### src/design/pim_pkg.sv
// ============================================================================
// pim_pkg: shared definitions for the priority inheritance mutex
// Widths, operation and status codes, state encodings and the control
// structures that pass between the controller and the datapath.
// ============================================================================
package pim_pkg;

    localparam int MAX_WAITERS = 16;
    localparam int CNT_W       = $clog2(MAX_WAITERS + 1);
    localparam int ID_W        = 8;
    localparam int PRIO_W      = 8;
    localparam int TICK_W      = 32;
    localparam int NEST_W      = 16;
    localparam int KIND_W      = 2;
    localparam int STS_W       = 3;

    localparam logic [NEST_W-1:0] NEST_MAX = {NEST_W{1'b1}};

    typedef enum logic [KIND_W-1:0] {
        KIND_PEND    = 2'd0,
        KIND_RELEASE = 2'd1,
        KIND_DELETE  = 2'd2
    } kind_t;

    typedef enum logic [STS_W-1:0] {
        STS_OK        = 3'd0,
        STS_TIMEOUT   = 3'd1,
        STS_NOT_OWNER = 3'd2,
        STS_QUEUED    = 3'd3,
        STS_FULL      = 3'd4
    } status_t;

    typedef enum logic [3:0] {
        ST_IDLE  = 4'b0001,
        ST_FIND  = 4'b0010,
        ST_EXEC  = 4'b0100,
        ST_DRAIN = 4'b1000
    } state_t;

    // Commands from the controller to the datapath.
    typedef struct packed {
        logic latch;
        logic find;
        logic exec;
        logic drain;
    } dp_cmd_t;

    // Status from the datapath to the controller.
    typedef struct packed {
        logic out_free;
        logic multi;
        logic drain_last;
    } dp_sts_t;

    // Commands from the datapath to the wait queue.
    typedef struct packed {
        logic insert;
        logic shift;
    } q_cmd_t;

endpackage

### src/design/pim_req_if.sv
// ============================================================================
// pim_req_if: request channel of the priority inheritance mutex
// One beat carries one operation from one task.
// ============================================================================
interface pim_req_if
    import pim_pkg::*;
();
    logic              valid;
    logic              ready;
    logic [KIND_W-1:0] kind;
    logic [ID_W-1:0]   task_id;
    logic [PRIO_W-1:0] task_prio;
    logic [TICK_W-1:0] wait_ticks;

    modport source (output valid, output kind, output task_id, output task_prio,
                    output wait_ticks, input ready);
    modport sink   (input valid, input kind, input task_id, input task_prio,
                    input wait_ticks, output ready);
endinterface

### src/design/pim_rsp_if.sv
// ============================================================================
// pim_rsp_if: response channel of the priority inheritance mutex
// One beat carries one result; the last beat of an operation has last set.
// ============================================================================
interface pim_rsp_if
    import pim_pkg::*;
();
    logic              valid;
    logic              ready;
    logic [STS_W-1:0]  status;
    logic              prio_set_valid;
    logic [ID_W-1:0]   prio_task;
    logic [PRIO_W-1:0] prio_value;
    logic              wake_valid;
    logic [ID_W-1:0]   wake_task;
    logic              owned;
    logic [ID_W-1:0]   owner_task;
    logic [TICK_W-1:0] sleep_ticks;
    logic              last;

    modport source (output valid, output status, output prio_set_valid,
                    output prio_task, output prio_value, output wake_valid,
                    output wake_task, output owned, output owner_task,
                    output sleep_ticks, output last, input ready);
    modport sink   (input valid, input status, input prio_set_valid,
                    input prio_task, input prio_value, input wake_valid,
                    input wake_task, input owned, input owner_task,
                    input sleep_ticks, input last, output ready);
endinterface

### src/design/pim_queue.sv
// ============================================================================
// pim_queue: priority-sorted wait queue
// A row of cells that shifts right from the insert point or left from the
// head, plus the search for the insert position.
// ============================================================================
module pim_queue
    import pim_pkg::*;
(
    input  logic              clk,
    input  q_cmd_t            cmd,
    input  logic [CNT_W-1:0]  count,
    input  logic [CNT_W-1:0]  ins_pos,
    input  logic [ID_W-1:0]   new_id,
    input  logic [PRIO_W-1:0] new_prio,
    output logic [CNT_W-1:0]  find_pos,
    output logic [ID_W-1:0]   head_id,
    output logic [PRIO_W-1:0] head_prio
);

    logic [ID_W-1:0]   id_reg   [MAX_WAITERS];
    logic [PRIO_W-1:0] prio_reg [MAX_WAITERS];

    // The new waiter goes in front of the first strictly less urgent one.
    always_comb
    begin
        find_pos = count;
        for (int i = MAX_WAITERS - 1; i >= 0; i--)
        begin
            if ((CNT_W'(i) < count) && (new_prio < prio_reg[i]))
            begin
                find_pos = CNT_W'(i);
            end
        end
    end

    assign head_id   = id_reg[0];
    assign head_prio = prio_reg[0];

    for (genvar gi = 0; gi < MAX_WAITERS; gi++)
    begin : g_cell
        localparam logic [CNT_W-1:0] IDX = CNT_W'(gi);
        logic [ID_W-1:0]   left_id;
        logic [PRIO_W-1:0] left_prio;
        logic [ID_W-1:0]   right_id;
        logic [PRIO_W-1:0] right_prio;

        if (gi > 0)
        begin : g_left
            assign left_id   = id_reg[gi-1];
            assign left_prio = prio_reg[gi-1];
        end
        else
        begin : g_left0
            assign left_id   = id_reg[gi];
            assign left_prio = prio_reg[gi];
        end

        if (gi < MAX_WAITERS - 1)
        begin : g_right
            assign right_id   = id_reg[gi+1];
            assign right_prio = prio_reg[gi+1];
        end
        else
        begin : g_right_end
            assign right_id   = id_reg[gi];
            assign right_prio = prio_reg[gi];
        end

        always_ff @(posedge clk)
        begin
            if (cmd.insert)
            begin
                if (IDX == ins_pos)
                begin
                    id_reg[gi]   <= new_id;
                    prio_reg[gi] <= new_prio;
                end
                else if (IDX > ins_pos)
                begin
                    id_reg[gi]   <= left_id;
                    prio_reg[gi] <= left_prio;
                end
            end
            else if (cmd.shift)
            begin
                id_reg[gi]   <= right_id;
                prio_reg[gi] <= right_prio;
            end
        end
    end

endmodule

### src/design/pim_dp.sv
// ============================================================================
// pim_dp: datapath of the priority inheritance mutex
// Holds the mutex state and the wait queue, works out each result and keeps
// it in the output register until it is taken.
// ============================================================================
module pim_dp
    import pim_pkg::*;
(
    input  logic              clk,
    input  logic              rst_n,
    input  dp_cmd_t           cmd,
    output dp_sts_t           sts,
    input  logic [KIND_W-1:0] kind,
    input  logic [ID_W-1:0]   task_id,
    input  logic [PRIO_W-1:0] task_prio,
    input  logic [TICK_W-1:0] wait_ticks,
    input  logic              out_ready,
    output logic              out_valid,
    output logic [STS_W-1:0]  status,
    output logic              prio_set_valid,
    output logic [ID_W-1:0]   prio_task,
    output logic [PRIO_W-1:0] prio_value,
    output logic              wake_valid,
    output logic [ID_W-1:0]   wake_task,
    output logic              owned,
    output logic [ID_W-1:0]   owner_task,
    output logic [TICK_W-1:0] sleep_ticks,
    output logic              last
);

    // Latched operation.
    logic [KIND_W-1:0] kind_reg;
    logic [ID_W-1:0]   id_reg;
    logic [PRIO_W-1:0] prio_reg;
    logic [TICK_W-1:0] ticks_reg;
    logic [CNT_W-1:0]  pos_reg;

    // Mutex state.
    logic [ID_W-1:0]   owner_reg, owner_next;
    logic [NEST_W-1:0] nest_reg, nest_next;
    logic [PRIO_W-1:0] saved_reg, saved_next;
    logic [PRIO_W-1:0] cur_reg, cur_next;
    logic [CNT_W-1:0]  count_reg, count_next;
    logic [CNT_W-1:0]  drain_reg, drain_next;

    // Result being built and the output register.
    status_t           res_status;
    logic              res_pv;
    logic [ID_W-1:0]   res_pt;
    logic [PRIO_W-1:0] res_pval;
    logic              res_wv;
    logic [ID_W-1:0]   res_wt;
    logic [TICK_W-1:0] res_sleep;
    logic              res_last;
    logic              ov_reg;
    logic              load;

    q_cmd_t            q_cmd;
    logic [CNT_W-1:0]  find_pos;
    logic [ID_W-1:0]   head_id;
    logic [PRIO_W-1:0] head_prio;

    pim_queue u_queue (
        .clk       (clk),
        .cmd       (q_cmd),
        .count     (count_reg),
        .ins_pos   (pos_reg),
        .new_id    (id_reg),
        .new_prio  (prio_reg),
        .find_pos  (find_pos),
        .head_id   (head_id),
        .head_prio (head_prio)
    );

    assign load = cmd.exec | cmd.drain;

    always_comb
    begin
        owner_next = owner_reg;
        nest_next  = nest_reg;
        saved_next = saved_reg;
        cur_next   = cur_reg;
        count_next = count_reg;
        drain_next = drain_reg;
        res_status = STS_OK;
        res_pv     = 1'b0;
        res_pt     = '0;
        res_pval   = '0;
        res_wv     = 1'b0;
        res_wt     = '0;
        res_sleep  = '0;
        res_last   = 1'b1;
        q_cmd      = '0;

        if (cmd.exec)
        begin
            case (kind_t'(kind_reg))
                KIND_PEND:
                begin
                    if (nest_reg == '0)
                    begin
                        owner_next = id_reg;
                        saved_next = prio_reg;
                        cur_next   = prio_reg;
                        nest_next  = NEST_W'(1);
                    end
                    else if (owner_reg == id_reg)
                    begin
                        if (nest_reg != NEST_MAX)
                        begin
                            nest_next = nest_reg + NEST_W'(1);
                        end
                    end
                    else if (ticks_reg == '0)
                    begin
                        res_status = STS_TIMEOUT;
                    end
                    else
                    begin
                        if (cur_reg > prio_reg)
                        begin
                            cur_next = prio_reg;
                            res_pv   = 1'b1;
                            res_pt   = owner_reg;
                            res_pval = prio_reg;
                        end
                        if (count_reg >= CNT_W'(MAX_WAITERS))
                        begin
                            res_status = STS_FULL;
                        end
                        else
                        begin
                            q_cmd.insert = 1'b1;
                            count_next   = count_reg + CNT_W'(1);
                            res_status   = STS_QUEUED;
                            res_sleep    = ticks_reg;
                        end
                    end
                end
                KIND_RELEASE:
                begin
                    if ((nest_reg == '0) || (owner_reg != id_reg))
                    begin
                        res_status = STS_NOT_OWNER;
                    end
                    else if (nest_reg != NEST_W'(1))
                    begin
                        nest_next = nest_reg - NEST_W'(1);
                    end
                    else
                    begin
                        if (cur_reg != saved_reg)
                        begin
                            res_pv   = 1'b1;
                            res_pt   = owner_reg;
                            res_pval = saved_reg;
                        end
                        if (count_reg != '0)
                        begin
                            res_wv      = 1'b1;
                            res_wt      = head_id;
                            owner_next  = head_id;
                            saved_next  = head_prio;
                            cur_next    = head_prio;
                            nest_next   = NEST_W'(1);
                            q_cmd.shift = 1'b1;
                            count_next  = count_reg - CNT_W'(1);
                        end
                        else
                        begin
                            owner_next = '0;
                            cur_next   = '0;
                            nest_next  = '0;
                        end
                    end
                end
                KIND_DELETE:
                begin
                    if ((nest_reg != '0) && (cur_reg != saved_reg))
                    begin
                        res_pv   = 1'b1;
                        res_pt   = owner_reg;
                        res_pval = saved_reg;
                        cur_next = saved_reg;
                    end
                    count_next = '0;
                    if (count_reg != '0)
                    begin
                        res_wv      = 1'b1;
                        res_wt      = head_id;
                        q_cmd.shift = 1'b1;
                        drain_next  = count_reg - CNT_W'(1);
                        res_last    = (count_reg == CNT_W'(1));
                    end
                end
                default:
                begin
                    res_status = STS_OK;
                end
            endcase
        end
        else if (cmd.drain)
        begin
            res_wv      = 1'b1;
            res_wt      = head_id;
            q_cmd.shift = 1'b1;
            drain_next  = drain_reg - CNT_W'(1);
            res_last    = (drain_reg == CNT_W'(1));
        end
    end

    always_ff @(posedge clk or negedge rst_n)
    begin
        if (!rst_n)
        begin
            owner_reg <= '0;
            nest_reg  <= '0;
            saved_reg <= '0;
            cur_reg   <= '0;
            count_reg <= '0;
            drain_reg <= '0;
            ov_reg    <= 1'b0;
        end
        else
        begin
            owner_reg <= owner_next;
            nest_reg  <= nest_next;
            saved_reg <= saved_next;
            cur_reg   <= cur_next;
            count_reg <= count_next;
            drain_reg <= drain_next;
            if (load)
            begin
                ov_reg <= 1'b1;
            end
            else if (out_ready)
            begin
                ov_reg <= 1'b0;
            end
        end
    end

    always_ff @(posedge clk)
    begin
        if (cmd.latch)
        begin
            kind_reg  <= kind;
            id_reg    <= task_id;
            prio_reg  <= task_prio;
            ticks_reg <= wait_ticks;
        end
        if (cmd.find)
        begin
            pos_reg <= find_pos;
        end
        if (load)
        begin
            status         <= res_status;
            prio_set_valid <= res_pv;
            prio_task      <= res_pt;
            prio_value     <= res_pval;
            wake_valid     <= res_wv;
            wake_task      <= res_wt;
            owned          <= (nest_next != '0);
            owner_task     <= (nest_next != '0) ? owner_next : '0;
            sleep_ticks    <= res_sleep;
            last           <= res_last;
        end
    end

    assign out_valid      = ov_reg;
    assign sts.out_free   = ~ov_reg | out_ready;
    assign sts.multi      = (kind_t'(kind_reg) == KIND_DELETE) && (count_reg > CNT_W'(1));
    assign sts.drain_last = (drain_reg == CNT_W'(1));

endmodule

### src/design/pim_ctrl.sv
// ============================================================================
// pim_ctrl: controller of the priority inheritance mutex
// Sequences accept, position search, execution and the delete drain.
// ============================================================================
module pim_ctrl
    import pim_pkg::*;
(
    input  logic    clk,
    input  logic    rst_n,
    input  logic    in_valid,
    output logic    in_ready,
    input  dp_sts_t sts,
    output dp_cmd_t cmd
);

    state_t state_reg, state_next;

    assign in_ready  = (state_reg == ST_IDLE);
    assign cmd.latch = in_valid & in_ready;
    assign cmd.find  = (state_reg == ST_FIND);
    assign cmd.exec  = (state_reg == ST_EXEC) & sts.out_free;
    assign cmd.drain = (state_reg == ST_DRAIN) & sts.out_free;

    always_comb
    begin
        state_next = state_reg;
        case (state_reg)
            ST_IDLE:
            begin
                if (cmd.latch)
                begin
                    state_next = ST_FIND;
                end
            end
            ST_FIND:
            begin
                state_next = ST_EXEC;
            end
            ST_EXEC:
            begin
                if (sts.out_free)
                begin
                    state_next = sts.multi ? ST_DRAIN : ST_IDLE;
                end
            end
            ST_DRAIN:
            begin
                if (sts.out_free && sts.drain_last)
                begin
                    state_next = ST_IDLE;
                end
            end
            default:
            begin
                state_next = ST_IDLE;
            end
        endcase
    end

    always_ff @(posedge clk or negedge rst_n)
    begin
        if (!rst_n)
        begin
            state_reg <= ST_IDLE;
        end
        else
        begin
            state_reg <= state_next;
        end
    end

endmodule

### src/design/priority_inheritance_mutex.sv
// ============================================================================
// priority_inheritance_mutex: recursive mutex with priority inheritance
// Top level: controller, datapath and sorted wait queue behind two
// valid/ready channels.
// ============================================================================
// Each request beat is a pend, release or delete from one task. A pend or a
// release runs through these steps in order: the request is accepted and
// latched; the wait queue compares the caller's priority against every
// waiter to find the insert point; the mutex state and the queue are updated
// and the result beat is loaded into the output register. A delete with n
// waiters, n at least one, gives n result beats, one per cycle while the
// consumer keeps taking them: the first from the update step, the rest from
// the drain step. A delete with no waiters gives a single beat. A result
// beat that the consumer has not taken yet stalls the update or drain step
// until the output register frees up. The block runs this latch, search and
// update sequence for one request at a time. A new request is taken in the
// cycle after the final result beat of the previous one has been loaded,
// even while that beat still waits in the output register. The queue holds
// up to MAX_WAITERS tasks kept in priority order, with tasks of equal
// priority in arrival order. The last result beat of every request has last
// set.
// ============================================================================
module priority_inheritance_mutex
    import pim_pkg::*;
(
    input logic      clk,
    input logic      rst_n,
    pim_req_if.sink  req,
    pim_rsp_if.source rsp
);

    dp_cmd_t cmd;
    dp_sts_t sts;
    logic    in_ready;

    // The controller only decides when things happen; every value lives in
    // the datapath.
    pim_ctrl u_ctrl (
        .clk      (clk),
        .rst_n    (rst_n),
        .in_valid (req.valid),
        .in_ready (in_ready),
        .sts      (sts),
        .cmd      (cmd)
    );

    pim_dp u_dp (
        .clk            (clk),
        .rst_n          (rst_n),
        .cmd            (cmd),
        .sts            (sts),
        .kind           (req.kind),
        .task_id        (req.task_id),
        .task_prio      (req.task_prio),
        .wait_ticks     (req.wait_ticks),
        .out_ready      (rsp.ready),
        .out_valid      (rsp.valid),
        .status         (rsp.status),
        .prio_set_valid (rsp.prio_set_valid),
        .prio_task      (rsp.prio_task),
        .prio_value     (rsp.prio_value),
        .wake_valid     (rsp.wake_valid),
        .wake_task      (rsp.wake_task),
        .owned          (rsp.owned),
        .owner_task     (rsp.owner_task),
        .sleep_ticks    (rsp.sleep_ticks),
        .last           (rsp.last)
    );

    assign req.ready = in_ready;

    // Only one request is in flight: after a request beat is taken, the
    // block does not take another in the next cycle.
    a_one_in_flight: assert property (@(posedge clk) disable iff (!rst_n)
        (req.valid && req.ready) |=> !req.ready)
        else $error("request accepted while another is in progress");

    // Only the delete drain produces more than one result beat, and each of
    // its beats wakes a waiter.
    a_nonlast_wakes: assert property (@(posedge clk) disable iff (!rst_n)
        (rsp.valid && !rsp.last) |-> rsp.wake_valid)
        else $error("non-final result beat without a wake");

    // A queued pender always waits on a held mutex.
    a_queued_owned: assert property (@(posedge clk) disable iff (!rst_n)
        (rsp.valid && (rsp.status == STS_QUEUED)) |-> rsp.owned)
        else $error("task queued on a free mutex");

    // A free mutex reports no owner.
    a_free_no_owner: assert property (@(posedge clk) disable iff (!rst_n)
        (rsp.valid && !rsp.owned) |-> (rsp.owner_task == '0))
        else $error("free mutex reports an owner");

endmodule
### src/flat_wrapper.sv
// flat-port wrapper written by rule: the top's interface ports become plain ports
module priority_inheritance_mutex_flat import pim_pkg::*;
  (clk, rst_n, req_valid, req_kind, req_task_id, req_task_prio, req_wait_ticks, req_ready, rsp_valid, rsp_status, rsp_prio_set_valid, rsp_prio_task, rsp_prio_value, rsp_wake_valid, rsp_wake_task, rsp_owned, rsp_owner_task, rsp_sleep_ticks, rsp_last, rsp_ready);
  pim_req_if req_i ();
  pim_rsp_if rsp_i ();
  input logic clk;
  input logic rst_n;
  input wire logic [$bits(req_i.valid)-1:0] req_valid;
  input wire logic [$bits(req_i.kind)-1:0] req_kind;
  input wire logic [$bits(req_i.task_id)-1:0] req_task_id;
  input wire logic [$bits(req_i.task_prio)-1:0] req_task_prio;
  input wire logic [$bits(req_i.wait_ticks)-1:0] req_wait_ticks;
  output wire logic [$bits(req_i.ready)-1:0] req_ready;
  output wire logic [$bits(rsp_i.valid)-1:0] rsp_valid;
  output wire logic [$bits(rsp_i.status)-1:0] rsp_status;
  output wire logic [$bits(rsp_i.prio_set_valid)-1:0] rsp_prio_set_valid;
  output wire logic [$bits(rsp_i.prio_task)-1:0] rsp_prio_task;
  output wire logic [$bits(rsp_i.prio_value)-1:0] rsp_prio_value;
  output wire logic [$bits(rsp_i.wake_valid)-1:0] rsp_wake_valid;
  output wire logic [$bits(rsp_i.wake_task)-1:0] rsp_wake_task;
  output wire logic [$bits(rsp_i.owned)-1:0] rsp_owned;
  output wire logic [$bits(rsp_i.owner_task)-1:0] rsp_owner_task;
  output wire logic [$bits(rsp_i.sleep_ticks)-1:0] rsp_sleep_ticks;
  output wire logic [$bits(rsp_i.last)-1:0] rsp_last;
  input wire logic [$bits(rsp_i.ready)-1:0] rsp_ready;
  assign req_i.valid = req_valid;
  assign req_i.kind = req_kind;
  assign req_i.task_id = req_task_id;
  assign req_i.task_prio = req_task_prio;
  assign req_i.wait_ticks = req_wait_ticks;
  assign req_ready = req_i.ready;
  assign rsp_valid = rsp_i.valid;
  assign rsp_status = rsp_i.status;
  assign rsp_prio_set_valid = rsp_i.prio_set_valid;
  assign rsp_prio_task = rsp_i.prio_task;
  assign rsp_prio_value = rsp_i.prio_value;
  assign rsp_wake_valid = rsp_i.wake_valid;
  assign rsp_wake_task = rsp_i.wake_task;
  assign rsp_owned = rsp_i.owned;
  assign rsp_owner_task = rsp_i.owner_task;
  assign rsp_sleep_ticks = rsp_i.sleep_ticks;
  assign rsp_last = rsp_i.last;
  assign rsp_i.ready = rsp_ready;
  priority_inheritance_mutex u_core (.clk(clk), .rst_n(rst_n), .req(req_i), .rsp(rsp_i));
endmodule
### config.mk
export PLATFORM = sky130hd
export DESIGN_NAME = priority_inheritance_mutex_flat
export DESIGN_NICKNAME = d
export VERILOG_FILES = /design/src/design/pim_pkg.sv /design/src/design/pim_req_if.sv /design/src/design/pim_rsp_if.sv /design/src/design/pim_queue.sv /design/src/design/pim_dp.sv /design/src/design/pim_ctrl.sv /design/src/design/priority_inheritance_mutex.sv /design/src/flat_wrapper.sv
export SDC_FILE = /design/constraint.sdc
export NUM_CORES = 1
export LEC_CHECK = 0
export BUFFER_PORTS_ARGS = -buffer_cell sky130_fd_sc_hd__buf_2
export CORE_MARGIN = 2
export CORE_UTILIZATION = 56
export CTS_BUF_LIST = sky130_fd_sc_hd__clkbuf_16
export DETAILED_ROUTE_END_ITERATION = 10
export PLACE_DENSITY = 0.77
export SYNTH_ARGS = -nofsm -noshare
export SYNTH_HDL_FRONTEND = slang
export SYNTH_SLANG_ARGS = --single-unit
### constraint.sdc
create_clock -name clk -period 4.3 [get_ports clk]
set_input_delay 0.215 -clock clk [delete_from_list [all_inputs] [get_ports clk]]
set_output_delay 0.215 -clock clk [all_outputs]
set_load 0.02 [all_outputs]
# Yosys cells after proc, flatten, opt, wreduce, memory -nomap -nowiden
# Memory sizes are Yosys's and may differ from the RTL's.
# Index checks and enable logic that the tools add are counted.
# word_totals
ff_bits,181
ram_bits,256
in_bits,54
out_inout_bits,73
word_cells,537
memories,2
# classes
n_addsub,5
n_lt_le_gt_ge,51
n_eq_ne,45
muxes,294
bitwise,72
reduce_logical,41
# mem_list
memory,words,width,rd,rd_clocked_by_memory_dff,write_ports,line,source
u_core.u_dp.u_queue.id_reg,16,8,16,0,16,pim_queue.sv:20,logic [ID_W-1:0] id_reg [MAX_WAITERS];
u_core.u_dp.u_queue.prio_reg,16,8,16,0,16,pim_queue.sv:21,logic [PRIO_W-1:0] prio_reg [MAX_WAITERS];
# ops
cell,n
two-way mux 8 bit,101
two-way mux 1 bit,142
< comparator 8 bit,16
two-way mux 16 bit,6
case mux 8 bit (3 select lines),3
bitwise OR 1 bit,66
two-way mux 5 bit,10
two-way mux 4 bit,12
case mux 8 bit (2 select lines),3
equality test 4 x 5 -> 1 bit (first input constant),8
> comparator 4 x 5 -> 1 bit (first input constant),8
< comparator 4 x 5 -> 1 bit (first input constant),8
zero test 32 bit,1
case mux 16 bit (2 select lines),1
nonzero test 16 bit,2
two-way mux 3 bit,8
equality test 3 x 5 -> 1 bit (first input constant),4
> comparator 3 x 5 -> 1 bit (first input constant),4
< comparator 3 x 5 -> 1 bit (first input constant),4
!= test 2 bit (second input constant),10
logical AND 1 bit,19
adder 16 x 1 -> 16 bit (second input constant),1
zero test 16 bit,1
!= test 16 x 1 -> 1 bit (second input constant),1
47 further kinds,69

# Longest topological paths before layout
# Gate-level depths: netlist of the first run.
# An unclocked memory read counts as a cell.
# logic_depth
depth_word,18
mapped_depth,15
depth_no_buf,11

# By module
# A second synthesis of the first run with hierarchy kept.
# unflattened
cells_unflattened,2458
hier_area_um2,25016.5
# modules_own_cells
mod,n_inst,cells_each,area_per_inst_um2,seq_area_each_um2
pim_queue,1,1657,15982.8,7687.4
pim_dp,1,771,8775.9,5059.9
pim_ctrl,1,30,257.7,101.3

# Worst setup path after synthesis of the first run
# OpenSTA, ideal clock, no wires.
# synth_path
kind,register to register
start,reg u_core.u_dp.nest_reg[0]
end,"mem u_core.u_dp.u_queue.id_reg[0][0], enable pin"
setup_ps,411
t_arrival_ps,4075
required_time_ps,3889
path_slack_ps,-187
path_stages_with_launch,13
path_buffers,3
synth_period_minus_slack_ps,4487
path_cell_list,dfrtp_1 -> clkbuf_1 -> inv_1 -> ha_1 -> nor3b_1 -> a41oi_2 -> nand2_2 -> or4_4 -> nor3_1 -> buf_4 -> nand2_2 -> clkbuf_1 -> o21ai_0
# synth_rtl
item,line,source
start: declaration,pim_dp.sv:40,"logic [NEST_W-1:0] nest_reg, nest_next;"
start signal: assignment,pim_dp.sv:227,nest_reg <= nest_next;
end: declaration,pim_queue.sv:20,

==> results_dict.tcl, run 1 <==
set metrics [dict create \
    crit_arrival_ns 4.36 \
    firstDrtPassIters 6 \
    ant_nets 0 \
    antenna_found_initial 0 \
    drt_iter0_drc 2028 \
    worst_hold_slack_ns 0.2245 \
    cp-end-kind "register" \
    hold_path.class "input port to register" \
    mostFrequentLayoutCells "382 x edfxtp_1, 353 x nand2_1, 281 x o21ai_0" \
    maxCapViolCount 0 \
    power_leakage_nw 11.33 \
    yosysSeqAreaShare_pct 51.33 \
    clock-sinks 437 \
    place_ws_ns 0.3599 \
    syn_area_um2 25030 \
    worstMarginPinSlew_ns 1.148 \
    instances_no_fill 3202 \
    die_height_um 215.4 \
    netlist-cell-type-count 89 \
    synthArstFlopShare_pct 12.59 \
    slew_viol_final 0 \
    syn_to_final_growth_pct 14.87 \
    syn_inst 2384 \
    dominantRegCellSynth "edfxtp_1" \
    gr-total-overflow 0 \
    status "complete, no violations" \
    layout_worst_path_cycle_share_pct 94.57 \
    drcViolationCount 0 \
    nNetsFinal 2760 \
    pin_count 127 \
    synth_area_per_cell_um2 10.50 \
    via_per_inst 6.171 \
    numCtsBuffers 48 \
    tritoncts "yes" \
    grt_setup_unrepaired "no" \
    n_fill_cell 3421 \
    fmax_mhz 245.9 \
    gp_congestion 0.9533 \
    wl_per_cell_um 22.55 \
    finalWorstSetupSlack_ns 0.2334 \
    drive_above_1_share_pct 14.52 \
    mostFrequentLayoutCell "edfxtp_1" \
    htreeDepth 2 \
    tns_ns 0 \
    register_area_um2 12850 \
    path_max_fanout 10 \
    hold_viol 0 \
    setup_viol 0 \
    grt_usage_pct 30.95 \
    wirelength_um 72190 \
    final_core_util_pct 65.16 \
    max-slew-margin-rel_pct 23.47 \
    clock_latency_ns 0.62 \
    period_needed_ns 4.067 \
    power_density_nw_per_um2 448.6 \
    synth_edf_count 382 \
    hpwl_um 50390 \
    multiInputGateArea_um2 11050 \
    start_kind "register" \
    rows 77 \
    yosys_warnings 0 \
    grt_max_degree 102 \
    die-area_um2 46400 \
    grt_pass1_vias 19470 \
    ctsResizeCount 0 \
    cts_buffer_depth 3 \
    die_width_um 215.4 \
    clock_skew_ns 0.03466 \
    n_antenna_cell 0 \
    cts-root-buf "clkbuf_16" \
    postCtsSetupBuffers 0 \
    crit_required_ns 4.59 \
    dr_total_vias 19760 \
    placed_cells 3063 \
    peakVddDrop_v 0.0003410 \
    path_class "register to register" \
    cts.clk_slew.worst_paths_ns 0.06 \
    grt_first_pass_wirelength_um 112000 \
    ys_ff_latch 437 \
    initial_utilization_pct 56.72 \
    numPortBuffers 126 \
    fp.coreArea_um2 44120 \
    synth_fp_nets 2571 \
]
## stage by stage
| step | total power [mW] | instance area (µm²) |
|---|---|---|
| floorplan | 7.732 | 25030 |
| global placement | 8.694 | 26720 |
| detailed placement | 8.838 | 26720 |
| CTS | 12.86 | 28750 |
| global route | 13.47 | 28750 |
| finish | 12.90 | 28750 |
## worst paths after layout
check / from / to / slack [ns] / depth (start not counted)
min in group asynchronous: rst_n / u_core.u_dp.nest_reg[6] / 0.33 / 3
max: u_core.u_dp.nest_reg[0] / u_core.u_dp.u_queue.prio_reg[0][0] / 0.23 / 12
min reg2reg: u_core.u_dp.u_queue.id_reg[1][61] / u_core.u_dp.u_queue.id_reg[1][53] / 0.53 / 2
max in group asynchronous: rst_n / u_core.u_dp.saved_reg[1] / 3.40 / 3
min: rsp_ready / u_core.u_ctrl.state_reg[2] / 0.22 / 5
max reg2reg: u_core.u_dp.nest_reg[0] / u_core.u_dp.u_queue.prio_reg[0][0] / 0.23 / 12
## what timing repair did
action                                 4_1_cts  5_1_grt
endpoints found under the hold margin      106        0
setup endpoints to repair                    0        0
hold buffers                                52        0
## report_power, final
| part | switching [mW] | internal, mW |
|---|---|---|
| Clock | 1.78 | 2.22 |
| Sequential | 0.356 | 5.20 |
| Combinational | 2.07 | 1.27 |
| Total | 4.21 | 8.69 |
## cells in the mapped netlist, drive strengths merged (11+ instances only)
cell    number  area (µm²)
nor2        81       311.5
a21boi      12       90.09
xnor2       18       157.7
nand3       26       130.1
dfrtp       54        1351
or2         16       102.6
a221oi      13       113.9
edfxtp     382       11470
a21o        51       382.9
buf         40       207.7
a211oi      11       87.58
and4        11       97.59
nor4        29       215.2
and2        53       331.6
mux2        18       202.7
o21ai      289        1446
nand2b      24       150.1
nand4       31       200.2
ha         133        1664
inv        143       536.8
o21a        11       82.58
nand2      356        1341
clkbuf     114       429.2
nor3        27       140.1
mux2i      209        2092
o211ai      12       95.09
a31oi       31       193.9
nor2b       12       75.07
a21oi       70       365.4
## layer usage
metal  part of all wire, %  wire length (µm)  vias up  GRT usage (%)
li1                      -                 -     9072              -
met1                    42             30060     9702          41.16
met2                    48             34320      836          50.95
met3                   6.9              4988      151          5.215
met4                   3.9              2820        0          12.09
met5                     0                 0        -              0
## kinds of logic (layout without fill, tap and decap cells)
| group | Yosys count | after routing | share of synthesized area, % |
|---|---|---|---|
| muxes | 227 | 227 | 9.168 |
| DFF | 437 | 437 | 51.33 |
| AOI/OAI and AO/OA | 576 | 576 | 14.20 |
| xor gates and xnor gates | 19 | 19 | 0.6649 |
| buffers and inverters | 297 | 523 | 4.689 |
| adders and majority gates | 134 | 134 | 6.689 |
| and+or+nand+nor | 694 | 694 | 13.26 |
## layout make-up
type | count | share of cell area, %
Clock buffer | 48 | 4.178
Clock inverter | 39 | 1.071
Inverter | 143 | 1.867
Multi-Input combinational cell | 1650 | 38.44
Sequential cell | 437 | 44.69
Tap cell | 592 | 2.576
Timing Repair Buffer | 293 | 7.181
## worst max-delay path, cell delays in order, from the launching register on
cell and delay [ns]:
dfrtp_1 0.55, inv_1 0.08, ha_1 0.29, nor3b_1 0.20, a41oi_2 0.26, nand2_2 0.19
or4_4 0.58, nor3_2 0.19, buf_4 0.20, nand2_2 0.27, buf_4 0.32, o21ai_1 0.33
buf_4 0.26
Note: power is estimated with default switching activity, not from simulation.
==> inputs of run 2 (changes only) <==
Settings changed: CORE_UTILIZATION 56 to 62, PLACE_DENSITY 0.77 to 0.81.
Clock period 4.3 ns to 4.39 ns, I/O delays scaled along.
==> run 2 against run 1 <==
Against the previous run:
- cell count fell by 2.2%
- combinational power fell by 1%
- sequential power fell by 2%
- worst hold slack improved by 0.030 ns
- global-route usage rose by 3.8 points
- critical path depth fell by 1
- register-to-register slack improved by 0.16 ns
- fmax rose by 1.8%
- first-iteration DRC count rose by 3.9%
- power fell by 1.2%
- clock power barely moved
- setup slack improved by 0.16 ns
- critical path type unchanged
- largest cell class unchanged
- highest routed layer unchanged
==> results_dict.tcl, run 2 (synthesis results as in run 1) <==
set metrics [dict create \
    gp_congestion 0.9885 \
    hold_end "u_core.u_dp.out_valid" \
    numCtsBuffers 47 \
    power_density_nw_per_um2 444.0 \
    drcViolationCount 0 \
    tns_ns 0 \
    pin_count 127 \
    cts-root-buf "clkbuf_16" \
    r2r_cells 11 \
    nNetsFinal 2754 \
    hold_start "rsp_ready" \
    register_area_um2 12850 \
    n_fill_cell 2784 \
    dr_total_vias 20050 \
    worstMarginPinSlew_ns 1.094 \
    crit_buf_inv 1 \
    total_power_mw 12.74 \
    gr-total-overflow 0 \
    hold_depth 3 \
    ant_nets 0 \
    timing.rr.end "u_core.u_dp.owner_task[1]" \
    antenna_found_initial 0 \
    postCtsSetupBuffers 0 \
    switching_share_pct 32.23 \
    fp.coreArea_um2 39820 \
    path_max_fanout 10 \
    seqPwrFrac_pct 42.8 \
    period_needed_ns 3.994 \
    hold_viol 0 \
    crit_family "simple AND/OR/NAND/NOR gates" \
    hold_path.class "input port to register" \
    clock-sinks 437 \
    peakVddDrop_v 0.0004085 \
    grt_pass1_vias 19990 \
    grt_usage_pct 34.80 \
    cts_buffer_depth 3 \
    start_kind "register" \
    htreeDepth 2 \
    multiInputGateArea_um2 11050 \
    cp-end-kind "register" \
    max-slew-margin-rel_pct 27.09 \
    clock_skew_ns 0.01980 \
    numPortBuffers 126 \
    clock_latency_ns 0.60 \
    syn_to_final_growth_pct 14.63 \
    reg2reg_from "u_core.u_dp.nest_reg[0]" \
    path_class "register to register" \
    slowest_delay_ns 0.69 \
    power_leakage_nw 11.35 \
    crit_required_ns 4.72 \
    critPathSlowestCell "or4_1" \
    drt_iter0_drc 2107 \
    grt_max_degree 77 \
    die-area_um2 41990 \
    n_antenna_cell 0 \
    crit_arrival_ns 4.32 \
    wl_per_cell_um 23.21 \
    grt_first_pass_wirelength_um 112800 \
    reg2reg_slack_ns 0.40 \
    die_width_um 204.9 \
    tritoncts "yes" \
    rows 73 \
    die_height_um 204.9 \
    power.switching_mw 4.106 \
    wirelength_um 72660 \
    via_per_inst 6.404 \
    setup_viol 0 \
    finalWorstSetupSlack_ns 0.3960 \
    place_ws_ns 0.4945 \
    drive_above_1_share_pct 14.39 \
    p_comb_share_pct 25.8 \
    cts.clk_slew.worst_paths_ns 0.06 \
    p_int_mw 8.633 \
    initial_utilization_pct 62.85 \
    mostFrequentLayoutCell "edfxtp_1" \
    path_cells "ha_1, nand4_1, or4_1, nand2_1, a211oi_1, o31a_1, a2111oi_2, or4b_4, nor4_4, buf_4, a21boi_1" \
    mostFrequentLayoutCells "382 x edfxtp_1, 353 x nand2_1, 281 x o21ai_0" \
    fmax_mhz 250.4 \
    maxCapViolCount 0 \
    hpwl_um 50180 \
    status "complete, no violations" \
    p_clk_share_pct 31.4 \
    firstDrtPassIters 6 \
    slew_viol_final 0 \
    grt_setup_unrepaired "no" \
    layout_worst_path_cycle_share_pct 90.98 \
]
==> run 2: cell types whose count changed in the layout (fill, tap and decap cells not counted) <==
| cell | delta |
|---|---|
| clkinv_16 | -1 |
| clkinv_2 | +1 |
| buf_4 | -7 |
| inv_1 | +3 |
| bufinv_16 | +2 |
| buf_12 | +2 |
| inv_16 | +1 |
| inv_6 | -2 |
| clkinv_1 | -3 |
==> run 2: worst max-delay path by stage <==
stage / start / endpoint / slack, ns / cells past startpoint
after detailed placement: u_core.u_dp.nest_reg[0] / u_core.u_dp.owner_task[4] / 0.49 / 11
after global placement: u_core.u_dp.nest_reg[0] / u_core.u_dp.owner_task[5] / 0.35 / 12
after floorplan: u_core.u_dp.nest_reg[0] / u_core.u_dp.u_queue.id_reg[0][56] / 0.34 / 14
after global routing: u_core.u_dp.nest_reg[0] / u_core.u_dp.owner_task[0] / 0.15 / 12
after CTS: u_core.u_dp.nest_reg[0] / u_core.u_dp.owner_task[3] / 0.45 / 11
final: u_core.u_dp.nest_reg[0] / u_core.u_dp.owner_task[1] / 0.40 / 11
==> run 2: power groups by stage <==
stage	logic, mW	registers (mW)	clock network, mW
2_1_floorplan	2.09	5.48	0
3_5_place_dp	3.15	5.51	0
6_report	3.29	5.45	4.00
4_1_cts	3.23	5.43	4.03
3_3_place_gp	3.00	5.49	0
5_1_grt	3.61	5.48	4.19
==> run 2: area by class of cell <==
cell class	instances	area share (%)
inverters	143	1.871
well taps	525	2.289
clock buffers	48	4.186
multi-input cells	1650	38.52
repair buffers	288	7.152
flip-flops and latches	437	44.78
clock inverters	40	1.204
==> run 2: metal layers <==
metal,global-route usage [%],share of wire (%),routed length [µm]
met5,0,0,0
met4,12.98,3.3,2410
met3,5.982,9.0,6539
met2,57.41,48,34580
met1,46.32,40,29120
==> run 2: worst min-delay path, delay by kind of cell <==
family | cells | cell delay [ns]
and+or+nand+nor | 2 | 0.48
buffers and inverters | 1 | 0.09
==> run 2: through the flow <==
| stage | cells | util (%) | hold slack (ns) | cell area (µm²) |
|---|---|---|---|---|
| floorplan | 2384 | - | -0.07609 | 25030 |
| global placement | 2991 | 66.86 | 0.3979 | 26620 |
| detailed placement | 2991 | 66.86 | 0.3976 | 26620 |
| CTS | 3131 | 72.05 | 0.2374 | 28690 |
| global route | 3131 | 72.05 | 0.2714 | 28690 |
| finish | 3131 | 72.05 | 0.2548 | 28690 |
==> run 2: repair_timing <==
item                                   in CTS  in global routing
gates resized for setup                     0                  0
setup endpoints to repair                   0                  0
hold buffers                               52                  0
endpoints found under the hold margin     106                  0
